===== config.mk =====
export PLATFORM = sky130hd
export DESIGN_NAME = laser_hit_merge_and_channel_elect_top
export DESIGN_NICKNAME = d
export VERILOG_FILES = /design/src/rtl/lhm_pkg.sv /design/src/rtl/lhm_front.sv /design/src/rtl/lhm_queue.sv /design/src/rtl/lhm_back.sv /design/src/rtl/laser_hit_merge_and_channel_elect_top.sv
export SDC_FILE = /design/constraint.sdc
export NUM_CORES = 2
export LEC_CHECK = 0
export BUFFER_PORTS_ARGS = -buffer_cell sky130_fd_sc_hd__buf_2
export CAP_MARGIN = 20
export CORE_MARGIN = 2
export CORE_UTILIZATION = 35
export DETAILED_ROUTE_END_ITERATION = 8
export PLACE_DENSITY = 0.58
export SLEW_MARGIN = 10
export SYNTH_ARGS = -nofsm -noshare
export SYNTH_HDL_FRONTEND = slang
export SYNTH_HIERARCHICAL = 1
export SYNTH_SLANG_ARGS = --single-unit

===== constraint.sdc =====
create_clock -name clock -period 11.3 [get_ports clock]
set_input_delay 1.13 -clock clock [delete_from_list [all_inputs] [get_ports clock]]
set_output_delay 1.13 -clock clock [all_outputs]
set_load 0.005 [all_outputs]

===== src/rtl/lhm_pkg.sv =====
package lhm_pkg;

   localparam int REQ_DATA_W = 200;
   localparam int RSP_DATA_W = 136;
   localparam int REQ_USER_W = 2;
   localparam int RSP_USER_W = 1;

   localparam int WORD_W      = 32;
   localparam int CHAN_W      = 2;
   localparam int NUM_SUMS    = 1 << CHAN_W;
   localparam int BEACON_W    = 2;
   localparam int OUT_SLOT_W  = 3;
   localparam int WINDOW_SHIFT = 5;
   localparam logic [WORD_W-1:0] SWEEP_RESET = 32'd50000;

   localparam int QUEUE_DEPTH = 4;
   localparam int QPTR_W      = $clog2(QUEUE_DEPTH);

   localparam logic [1:0] OP_HIT   = 2'd0;
   localparam logic [1:0] OP_TICK  = 2'd1;
   localparam logic [1:0] OP_CLEAR = 2'd2;
   localparam logic [1:0] OP_ELECT = 2'd3;

   localparam logic [BEACON_W-1:0] BEACON_ONE   = 2'd0;
   localparam logic [BEACON_W-1:0] BEACON_TWO   = 2'd1;
   localparam logic [BEACON_W-1:0] BEACON_THREE = 2'd2;

   localparam logic KIND_RECORD = 1'b0;
   localparam logic KIND_ELECT  = 1'b1;

   typedef enum logic [2:0] {
      CMD_DIRECT,
      CMD_PAIR,
      CMD_TICK,
      CMD_CLEAR,
      CMD_ELECT
   } cmd_op_type;

   typedef struct packed {
      logic [WORD_W-1:0] date;
      logic [WORD_W-1:0] delta;
      logic [WORD_W-1:0] period;
      logic [WORD_W-1:0] thick;
      logic [WORD_W-1:0] prec;
   } hit_type;

   typedef struct packed {
      cmd_op_type          op;
      logic [CHAN_W-1:0]   channel;
      logic [BEACON_W-1:0] beacon;
      hit_type             hit;
   } cmd_type;

   typedef struct packed {
      logic not_empty;
      logic full;
   } q_status_type;

   typedef struct packed {
      logic                  kind;
      logic [BEACON_W-1:0]   beacon;
      logic [WORD_W-1:0]     date;
      logic [WORD_W-1:0]     delta;
      logic [WORD_W-1:0]     period;
      logic [WORD_W-1:0]     prec;
      logic [OUT_SLOT_W-1:0] slot;
      logic [CHAN_W-1:0]     elected;
   } rsp_type;

endpackage


===== src/rtl/lhm_front.sv =====
module lhm_front (
   input  logic                                req_tvalid,
   input  logic                                req_tready,
   input  logic [lhm_pkg::REQ_DATA_W-1:0]      req_tdata,
   input  logic [lhm_pkg::REQ_USER_W-1:0]      req_tuser,
   output logic                                push,
   output lhm_pkg::cmd_type                    cmd
);
   import lhm_pkg::*;

   logic [CHAN_W-1:0] channel;
   hit_type           hit;
   logic [WORD_W-1:0] now_time;
   logic              keep;

   assign channel    = req_tdata[1:0];
   assign hit.date   = req_tdata[33:2];
   assign hit.delta  = req_tdata[65:34];
   assign hit.period = req_tdata[97:66];
   assign hit.thick  = req_tdata[129:98];
   assign hit.prec   = req_tdata[161:130];
   assign now_time   = req_tdata[193:162];

   always_comb begin
      keep        = 1'b1;
      cmd.op      = CMD_ELECT;
      cmd.channel = channel;
      cmd.beacon  = BEACON_THREE;
      cmd.hit     = hit;
      case (req_tuser)
         OP_HIT: begin
            keep = (hit.delta != '0);
            case (channel)
               2'd0: begin
                  cmd.op     = CMD_DIRECT;
                  cmd.beacon = BEACON_TWO;
               end
               2'd1: begin
                  cmd.op     = CMD_DIRECT;
                  cmd.beacon = BEACON_ONE;
               end
               default: begin
                  cmd.op = CMD_PAIR;
               end
            endcase
         end
         OP_TICK: begin
            // carry the tick time in the date slot
            cmd.op       = CMD_TICK;
            cmd.hit.date = now_time;
         end
         OP_CLEAR: begin
            cmd.op = CMD_CLEAR;
         end
         default: begin
            cmd.op = CMD_ELECT;
         end
      endcase
   end

   // drop invalid hits here
   assign push = req_tvalid && req_tready && keep;

endmodule


===== src/rtl/lhm_queue.sv =====
module lhm_queue (
   input  logic                  clock,
   input  logic                  reset,
   input  logic                  push,
   input  lhm_pkg::cmd_type      wr_cmd,
   input  logic                  pop,
   output lhm_pkg::cmd_type      rd_cmd,
   output lhm_pkg::q_status_type status
);
   import lhm_pkg::*;

   localparam logic [QPTR_W:0] FULL_COUNT = (QPTR_W+1)'(QUEUE_DEPTH);

   cmd_type           mem_ff [QUEUE_DEPTH];
   logic [QPTR_W-1:0] wr_ptr_ff, wr_ptr_in;
   logic [QPTR_W-1:0] rd_ptr_ff, rd_ptr_in;
   logic [QPTR_W:0]   count_ff, count_in;

   always_comb begin
      wr_ptr_in = push ? wr_ptr_ff + 1'b1 : wr_ptr_ff;
      rd_ptr_in = pop  ? rd_ptr_ff + 1'b1 : rd_ptr_ff;
      count_in  = count_ff;
      if (push && !pop) begin
         count_in = count_ff + 1'b1;
      end else if (pop && !push) begin
         count_in = count_ff - 1'b1;
      end
   end

   always_ff @(posedge clock) begin
      if (reset) begin
         wr_ptr_ff <= '0;
         rd_ptr_ff <= '0;
         count_ff  <= '0;
      end else begin
         wr_ptr_ff <= wr_ptr_in;
         rd_ptr_ff <= rd_ptr_in;
         count_ff  <= count_in;
      end
   end

   always_ff @(posedge clock) begin
      if (push) begin
         mem_ff[wr_ptr_ff] <= wr_cmd;
      end
   end

   assign rd_cmd           = mem_ff[rd_ptr_ff];
   assign status.not_empty = (count_ff != '0);
   assign status.full      = (count_ff == FULL_COUNT);

`ifndef NO_ASSERTIONS
   a_no_push_full: assert property (@(posedge clock) disable iff (reset)
      push |-> !status.full || pop)
      else $error("queue written while full");
   a_no_pop_empty: assert property (@(posedge clock) disable iff (reset)
      pop |-> status.not_empty)
      else $error("queue read while empty");
   a_count_range: assert property (@(posedge clock) disable iff (reset)
      count_ff <= FULL_COUNT)
      else $error("queue count out of range");
`endif

endmodule


===== src/rtl/lhm_back.sv =====
module lhm_back #(
   parameter int RING_SLOTS = 8
) (
   input  logic                         clock,
   input  logic                         reset,
   input  logic                         csr_wen,
   input  logic [lhm_pkg::WORD_W-1:0]   csr_wdata,
   input  lhm_pkg::cmd_type             cmd,
   input  lhm_pkg::q_status_type        q_status,
   output logic                         pop,
   input  logic                         rsp_tready,
   output logic                         rsp_valid,
   output lhm_pkg::rsp_type             rsp_rec
);
   import lhm_pkg::*;

   localparam int SLOT_W = $clog2(RING_SLOTS);
   localparam logic [SLOT_W-1:0] LAST_SLOT = SLOT_W'(RING_SLOTS - 1);

   logic [WORD_W-1:0] sweep_ff, sweep_in;
   hit_type           held_ff, held_in;
   logic [SLOT_W-1:0] slot_ff, slot_in;
   logic [WORD_W-1:0] sums_ff [NUM_SUMS];
   logic [WORD_W-1:0] sums_in [NUM_SUMS];
   logic [CHAN_W-1:0] chosen_ff, chosen_in;
   logic              rsp_valid_ff, rsp_valid_in;
   rsp_type           rsp_ff, rsp_in;

   logic [WORD_W-1:0] window;
   logic [WORD_W-1:0] age;
   logic              held_busy;
   logic              emit_rec;
   hit_type           emit_hit;
   logic [BEACON_W-1:0] emit_beacon;
   logic [WORD_W-1:0] best;
   logic [CHAN_W-1:0] pick;

   assign window    = sweep_ff >> WINDOW_SHIFT;
   assign age       = cmd.hit.date - held_ff.date;
   assign held_busy = (held_ff.delta != '0);
   assign pop       = q_status.not_empty && (!rsp_valid_ff || rsp_tready);
   assign sweep_in  = csr_wen ? csr_wdata : sweep_ff;

   always_comb begin
      best = '0;
      pick = chosen_ff;
      for (int k = 0; k < NUM_SUMS; k++) begin
         if (sums_ff[k] > best) begin
            best = sums_ff[k];
            pick = CHAN_W'(k);
         end
      end
   end

   always_comb begin
      held_in      = held_ff;
      sums_in      = sums_ff;
      chosen_in    = chosen_ff;
      slot_in      = slot_ff;
      rsp_valid_in = rsp_valid_ff && !rsp_tready;
      rsp_in       = rsp_ff;
      emit_rec     = 1'b0;
      emit_hit     = cmd.hit;
      emit_beacon  = BEACON_THREE;
      if (pop) begin
         case (cmd.op)
            CMD_DIRECT: begin
               emit_rec    = 1'b1;
               emit_beacon = cmd.beacon;
               sums_in[cmd.channel] = sums_ff[cmd.channel] + cmd.hit.thick;
            end
            CMD_PAIR: begin
               if (held_busy && (age < window)) begin
                  emit_rec = 1'b1;
                  if (cmd.hit.thick < held_ff.thick) begin
                     emit_hit = held_ff;
                  end
                  held_in = '0;
               end else begin
                  held_in = cmd.hit;
               end
               sums_in[cmd.channel] = sums_ff[cmd.channel] + cmd.hit.thick;
            end
            CMD_TICK: begin
               if (held_busy && (age > window)) begin
                  emit_rec = 1'b1;
                  emit_hit = held_ff;
                  held_in  = '0;
               end
            end
            CMD_CLEAR: begin
               for (int k = 0; k < NUM_SUMS; k++) begin
                  sums_in[k] = '0;
               end
            end
            CMD_ELECT: begin
               chosen_in      = pick;
               rsp_valid_in   = 1'b1;
               rsp_in         = '0;
               rsp_in.kind    = KIND_ELECT;
               rsp_in.elected = pick;
            end
            default: begin
               rsp_valid_in = rsp_valid_ff && !rsp_tready;
            end
         endcase
      end
      if (emit_rec) begin
         rsp_valid_in   = 1'b1;
         rsp_in.kind    = KIND_RECORD;
         rsp_in.beacon  = emit_beacon;
         rsp_in.date    = emit_hit.date;
         rsp_in.delta   = emit_hit.delta;
         rsp_in.period  = emit_hit.period;
         rsp_in.prec    = emit_hit.prec;
         rsp_in.slot    = OUT_SLOT_W'(slot_ff);
         rsp_in.elected = '0;
         slot_in        = (slot_ff == LAST_SLOT) ? '0 : slot_ff + 1'b1;
      end
   end

   always_ff @(posedge clock) begin
      if (reset) begin
         sweep_ff     <= SWEEP_RESET;
         held_ff      <= '0;
         slot_ff      <= '0;
         chosen_ff    <= '0;
         rsp_valid_ff <= 1'b0;
         for (int k = 0; k < NUM_SUMS; k++) begin
            sums_ff[k] <= '0;
         end
      end else begin
         sweep_ff     <= sweep_in;
         held_ff      <= held_in;
         slot_ff      <= slot_in;
         chosen_ff    <= chosen_in;
         rsp_valid_ff <= rsp_valid_in;
         sums_ff      <= sums_in;
      end
   end

   always_ff @(posedge clock) begin
      rsp_ff <= rsp_in;
   end

   assign rsp_valid = rsp_valid_ff;
   assign rsp_rec   = rsp_ff;

endmodule


===== src/rtl/laser_hit_merge_and_channel_elect_top.sv =====
// channel  direction  handshake                 payload
// req      in         req_tvalid / req_tready   req_tdata, req_tuser (op)
// rsp      out        rsp_tvalid / rsp_tready   rsp_tdata, rsp_tuser (kind)
// csr      in         csr_wen                   csr_wdata (sweep_period)
//
// One word per cycle while req_tready is high; a word is registered in the command queue,
// and any result it yields is then registered in the output register of the back end.
// A four-entry command queue sits between the front end and the back end.
// Reset is synchronous; no clearing pass.
// rsp_tready low holds the output register; req_tready drops once four words wait.
module laser_hit_merge_and_channel_elect_top #(
   parameter int RING_SLOTS = 8
) (
   input  logic                               clock,
   input  logic                               reset,
   input  logic                               req_tvalid,
   output logic                               req_tready,
   // channel, hit_date, hit_delta_t, hit_period, hit_thickness, hit_precision, now_time
   input  logic [lhm_pkg::REQ_DATA_W-1:0]     req_tdata,
   // op
   input  logic [lhm_pkg::REQ_USER_W-1:0]     req_tuser,
   output logic                               rsp_tvalid,
   input  logic                               rsp_tready,
   // beacon_id, rec_date, rec_delta_t, rec_period, rec_precision, ring_slot,
   // elected_channel
   output logic [lhm_pkg::RSP_DATA_W-1:0]     rsp_tdata,
   // kind
   output logic [lhm_pkg::RSP_USER_W-1:0]     rsp_tuser,
   input  logic                               csr_wen,
   input  logic [lhm_pkg::WORD_W-1:0]         csr_wdata
);
   import lhm_pkg::*;

   cmd_type      front_cmd;
   cmd_type      head_cmd;
   logic         push;
   logic         pop;
   q_status_type q_status;
   rsp_type      rec;

   assign req_tready = !q_status.full;

   lhm_front u_front (
      .req_tvalid (req_tvalid),
      .req_tready (req_tready),
      .req_tdata  (req_tdata),
      .req_tuser  (req_tuser),
      .push       (push),
      .cmd        (front_cmd)
   );

   lhm_queue u_queue (
      .clock  (clock),
      .reset  (reset),
      .push   (push),
      .wr_cmd (front_cmd),
      .pop    (pop),
      .rd_cmd (head_cmd),
      .status (q_status)
   );

   lhm_back #(
      .RING_SLOTS (RING_SLOTS)
   ) u_back (
      .clock      (clock),
      .reset      (reset),
      .csr_wen    (csr_wen),
      .csr_wdata  (csr_wdata),
      .cmd        (head_cmd),
      .q_status   (q_status),
      .pop        (pop),
      .rsp_tready (rsp_tready),
      .rsp_valid  (rsp_tvalid),
      .rsp_rec    (rec)
   );

   assign rsp_tdata = {1'b0, rec.elected, rec.slot, rec.prec, rec.period,
                       rec.delta, rec.date, rec.beacon};
   assign rsp_tuser = rec.kind;

endmodule

==> implementation parameters <==
Parameter                              Value

Status
  Outcome ... finished, final reports clean

Worst setup path
  Most Frequent Cell on Critical Path ... a21o_1
  Required time of the critical path ... 11.97 ns
  Cell depth of the worst flop-to-flop path ... 34
  Slack of the worst reg-to-reg path ... 2.52 ns
  Sort of element at the end of the critical path ... flop
  CP delay by family, top ... compound AO/OA/AOI/OAI gates
  Maximum fanout along the worst path ... 18
  Startpoint-to-endpoint class of the critical path ... reg2reg
  Maximum cell stage delay along the critical path ... 0.62 ns
  Buf+Inv Stages, Crit Path ... 4
  Data arrival time of the critical path ... 9.45 ns
  CP Launch Type ... flop
  Crit Reg-Reg Startpoint ... u_back/sums_ff[127]$_SDFFE_PP0P_
  First element of the critical path ... u_back/sums_ff[127]$_SDFFE_PP0P_
  Cell type of the slowest stage on the worst timing path ... nor4_1
  Endpoint of the worst-slack reg-to-reg timing path ... u_back/rsp_rec[1]$_SDFFE_PP0P_

Timing
  Relative slew slack ... 0.238
  Slew @ Worst Pin ... 1.14 ns
  Final clock period utilization by the worst path ... 0.777
  Unrepaired setup endpoints after global routing ... no
  Max-slew violations ... 0
  Shortest clock period the worst path allows after layout ... 8.78 ns
  Number of setup violations in the final report ... 0
  Maximum clock frequency ... 114 MHz
  Hold WS ... 0.473 ns
  Setup total negative slack ... 0 ns
  Number of hold violations in the final report ... 0
  Clock Skews ... 0.0409 ns

Clock network
  Num CTS Buffers ... 135
  Clock latency of the later-clocked register in the worst-skew pair ... 0.81 ns
  TritonCTS clock tree ... yes
  Clock root buffer ... clkbuf_16
  Hold-fix buffers at CTS ... 0
  Clock net sink count ... 1134
  Post-CTS setup repair buffer count ... 0
  Number of gates resized after cts ... 0
  Clock-pin slew on the worst setup and hold paths ... 0.06 ns
  Maximum root-to-sink buffer count ... 3
  Number of levels the H-tree was split into ... 4

Global routing
  Overflow after GRT ... 0
  Number of antenna violations at the first check in global routing ... 27
  Largest net degree at the start of global routing ... 140
  Global-route total usage across every layer ... 0.191
  Number of global-route vias before repair ... 37.6k
  First-pass GRT wire length ... 241 mm

Pwr
  Power Dens Cells ... 329 mW/mm2
  Static leakage ... 22.6 nW
  Worst-case vdd ir drop ... 0.590 mV

Final layout
  Fraction of final layout cells with drive strength greater than 1 ... 0.243
  Final Net Count ... 5071
  Count of non-filler cells in the finished layout ... 6898
  Area Growth Syn to Fin ... 12.9%
  Leading cell types in the layout, fill and taps excluded ... edfxtp_1, nand2_1, buf_2
  Most common cell after layout, fill and taps aside ... edfxtp_1

Floorplan
  Number of primary I/O pins ... 378
  Starting density of the core ... 0.351
  Total number of placement rows ... 148
  Core area ... 0.162 mm2
  Vertical die dimension ... 408 um
  Die span in x ... 408 um
  Floorplan die area ... 0.166 mm2

Yosys
  Synth warnings ... 6
  Number of enable-type register cells in the synthesized netlist ... 801
  Post-Syn Area per Cell ... 12.7 um2
  Number of distinct library cells after synthesis ... 79
  Most frequently used flop master after synthesis ... edfxtp_1
  Proportion of synthesized chip area in sequential cells ... 0.538
  Async set-reset flop share out of synthesis ... 0
  Number of standard cells after synthesis ... 4476
  Mapped Area ... 0.0570 mm2
  Synth Net Count ... 4944
  Flip-flop and latch count after synthesis ... 1134

Drt
  Wire length reported by the detailed router ... 162 mm
  Average detailed-routed wire length per instance ... 23.6 um
  Initial DRC Count ... 2973
  Average vias per placed instance ... 5.48
  Number of DRC violations after detailed routing ... 0
  DRT Pass-1 Iters ... 6
  Antenna-violating nets left ... 0
  Via total after detailed routing ... 37.8k

Run
  Max capacitance violation total ... 0

Min path
  Worst hold stages ... 1
  Hold Startpoint ... u_back/rsp_rec[135]$_SDFFE_PP0P_
  End of the worst hold path ... u_back/rsp_rec[135]$_SDFFE_PP0P_
  Path class of the lowest-slack min-delay path ... reg2reg

Place
  Number of cells after detailed placement ... 6640
  Hpwl dp ... 99.1 mm
  Buffers added on ports ... 365
  Gpl congestion ... 0.846
## Yosys cell counts (all sizes together) (44+ instances only)
master | n | area (um2)
a21oi | 94 | 470
a21o | 103 | 773
mux2 | 291 | 3840
mux4 | 199 | 4480
nor2 | 348 | 1310
nand2 | 584 | 2190
inv | 161 | 604
dfxtp | 333 | 6670
nand4 | 44 | 275
buf | 235 | 1770
o21ai | 53 | 273
a22oi | 108 | 816
mux2i | 57 | 571
clkbuf | 193 | 724
edfxtp | 801 | 24100
a311oi | 129 | 1140
a32o | 176 | 1760
ha | 226 | 2830
## worst register-to-register path: cells and delay by family (launching register included)
kind,cells,cell delay (ns)
compound gates,19,4.24
simple gates,7,1.91
buf+inv,4,0.95
fa+ha+maj,3,0.89
flops,1,0.40
mux,1,0.28
## worst max path at each step
stage,end,slack (ns),depth (start not counted)
2_1_floorplan,u_back/rsp_rec[100]$_DFFE_PP_,2.08,29
3_3_place_gp,u_back/rsp_rec[1]$_SDFFE_PP0P_,2.35,33
3_5_place_dp,u_back/rsp_rec[1]$_SDFFE_PP0P_,2.27,32
4_1_cts,u_back/rsp_rec[1]$_SDFFE_PP0P_,2.21,32
5_1_grt,u_back/rsp_rec[0]$_SDFFE_PP0P_,2.17,34
6_report,u_back/rsp_rec[1]$_SDFFE_PP0P_,2.52,34
## where the power goes
| group | internal [mW] | total [mW] | switching [mW] |
|---|---|---|---|
| sequential | 5.43 | 5.92 | 0.481 |
| clock | 2.60 | 4.42 | 1.82 |
| combinational | 4.24 | 10.8 | 6.60 |
| total | 12.3 | 21.2 | 8.91 |
## through the flow
stage          power [mW]  worst slack, ns  instance area, um2  utilization
2_1_floorplan        13.7             2.08               57000            -
3_3_place_gp         16.7             2.35               59800        0.368
3_5_place_dp         16.8             2.27               59800        0.368
4_1_cts              21.3             2.21               64400        0.396
5_1_grt              22.5             2.17               64400        0.397
6_report             21.2             2.52               64400        0.397
## kinds of logic after synthesis
logic type	synth area share
other cells	0.0000657
fa+ha+maj	0.0506
simple gates	0.0828
compound gates	0.109
buf+inv	0.0544
flops	0.538
xor+xnor	0.00890
mux	0.156
## sequential cells by signal (all words and copies together) (netlist names), named ones only
name / cells
u_queue/count_ff: 3
u_back/held_ff: 160
u_queue/rd_ptr_ff: 2
u_back/rsp_rec: 136
u_back/sweep_ff: 27
u_queue/mem_ff: 668
u_back/chosen_ff: 2
u_queue/wr_ptr_ff: 2
u_back/rsp_valid: 1
u_back/slot_ff: 3
u_back/sums_ff: 128
## cell type report
type / count / area (um2)
flip-flops and latches: 1134 / 30700
clock buffers: 187 / 3720
inverters: 161 / 609
diodes: 6 / 15.0
clock inverters: 64 / 853
multi-input cells: 2753 / 23400
repair buffers: 418 / 2380
fillers: 15300 / 98000
well taps: 2175 / 2720
## metal layers
layer  part of all wire  vias to the layer above  global-route usage  routed length [um]
li1                   -                    17200                   -                   -
met4              0.029                       26              0.0644                4770
met3              0.056                      254              0.0364                9160
met1               0.44                    19200               0.255               72200
met2               0.47                     1125               0.310               76200
met5             0.0010                        -                   0                 169
Power figures use the tool's default switching activity.
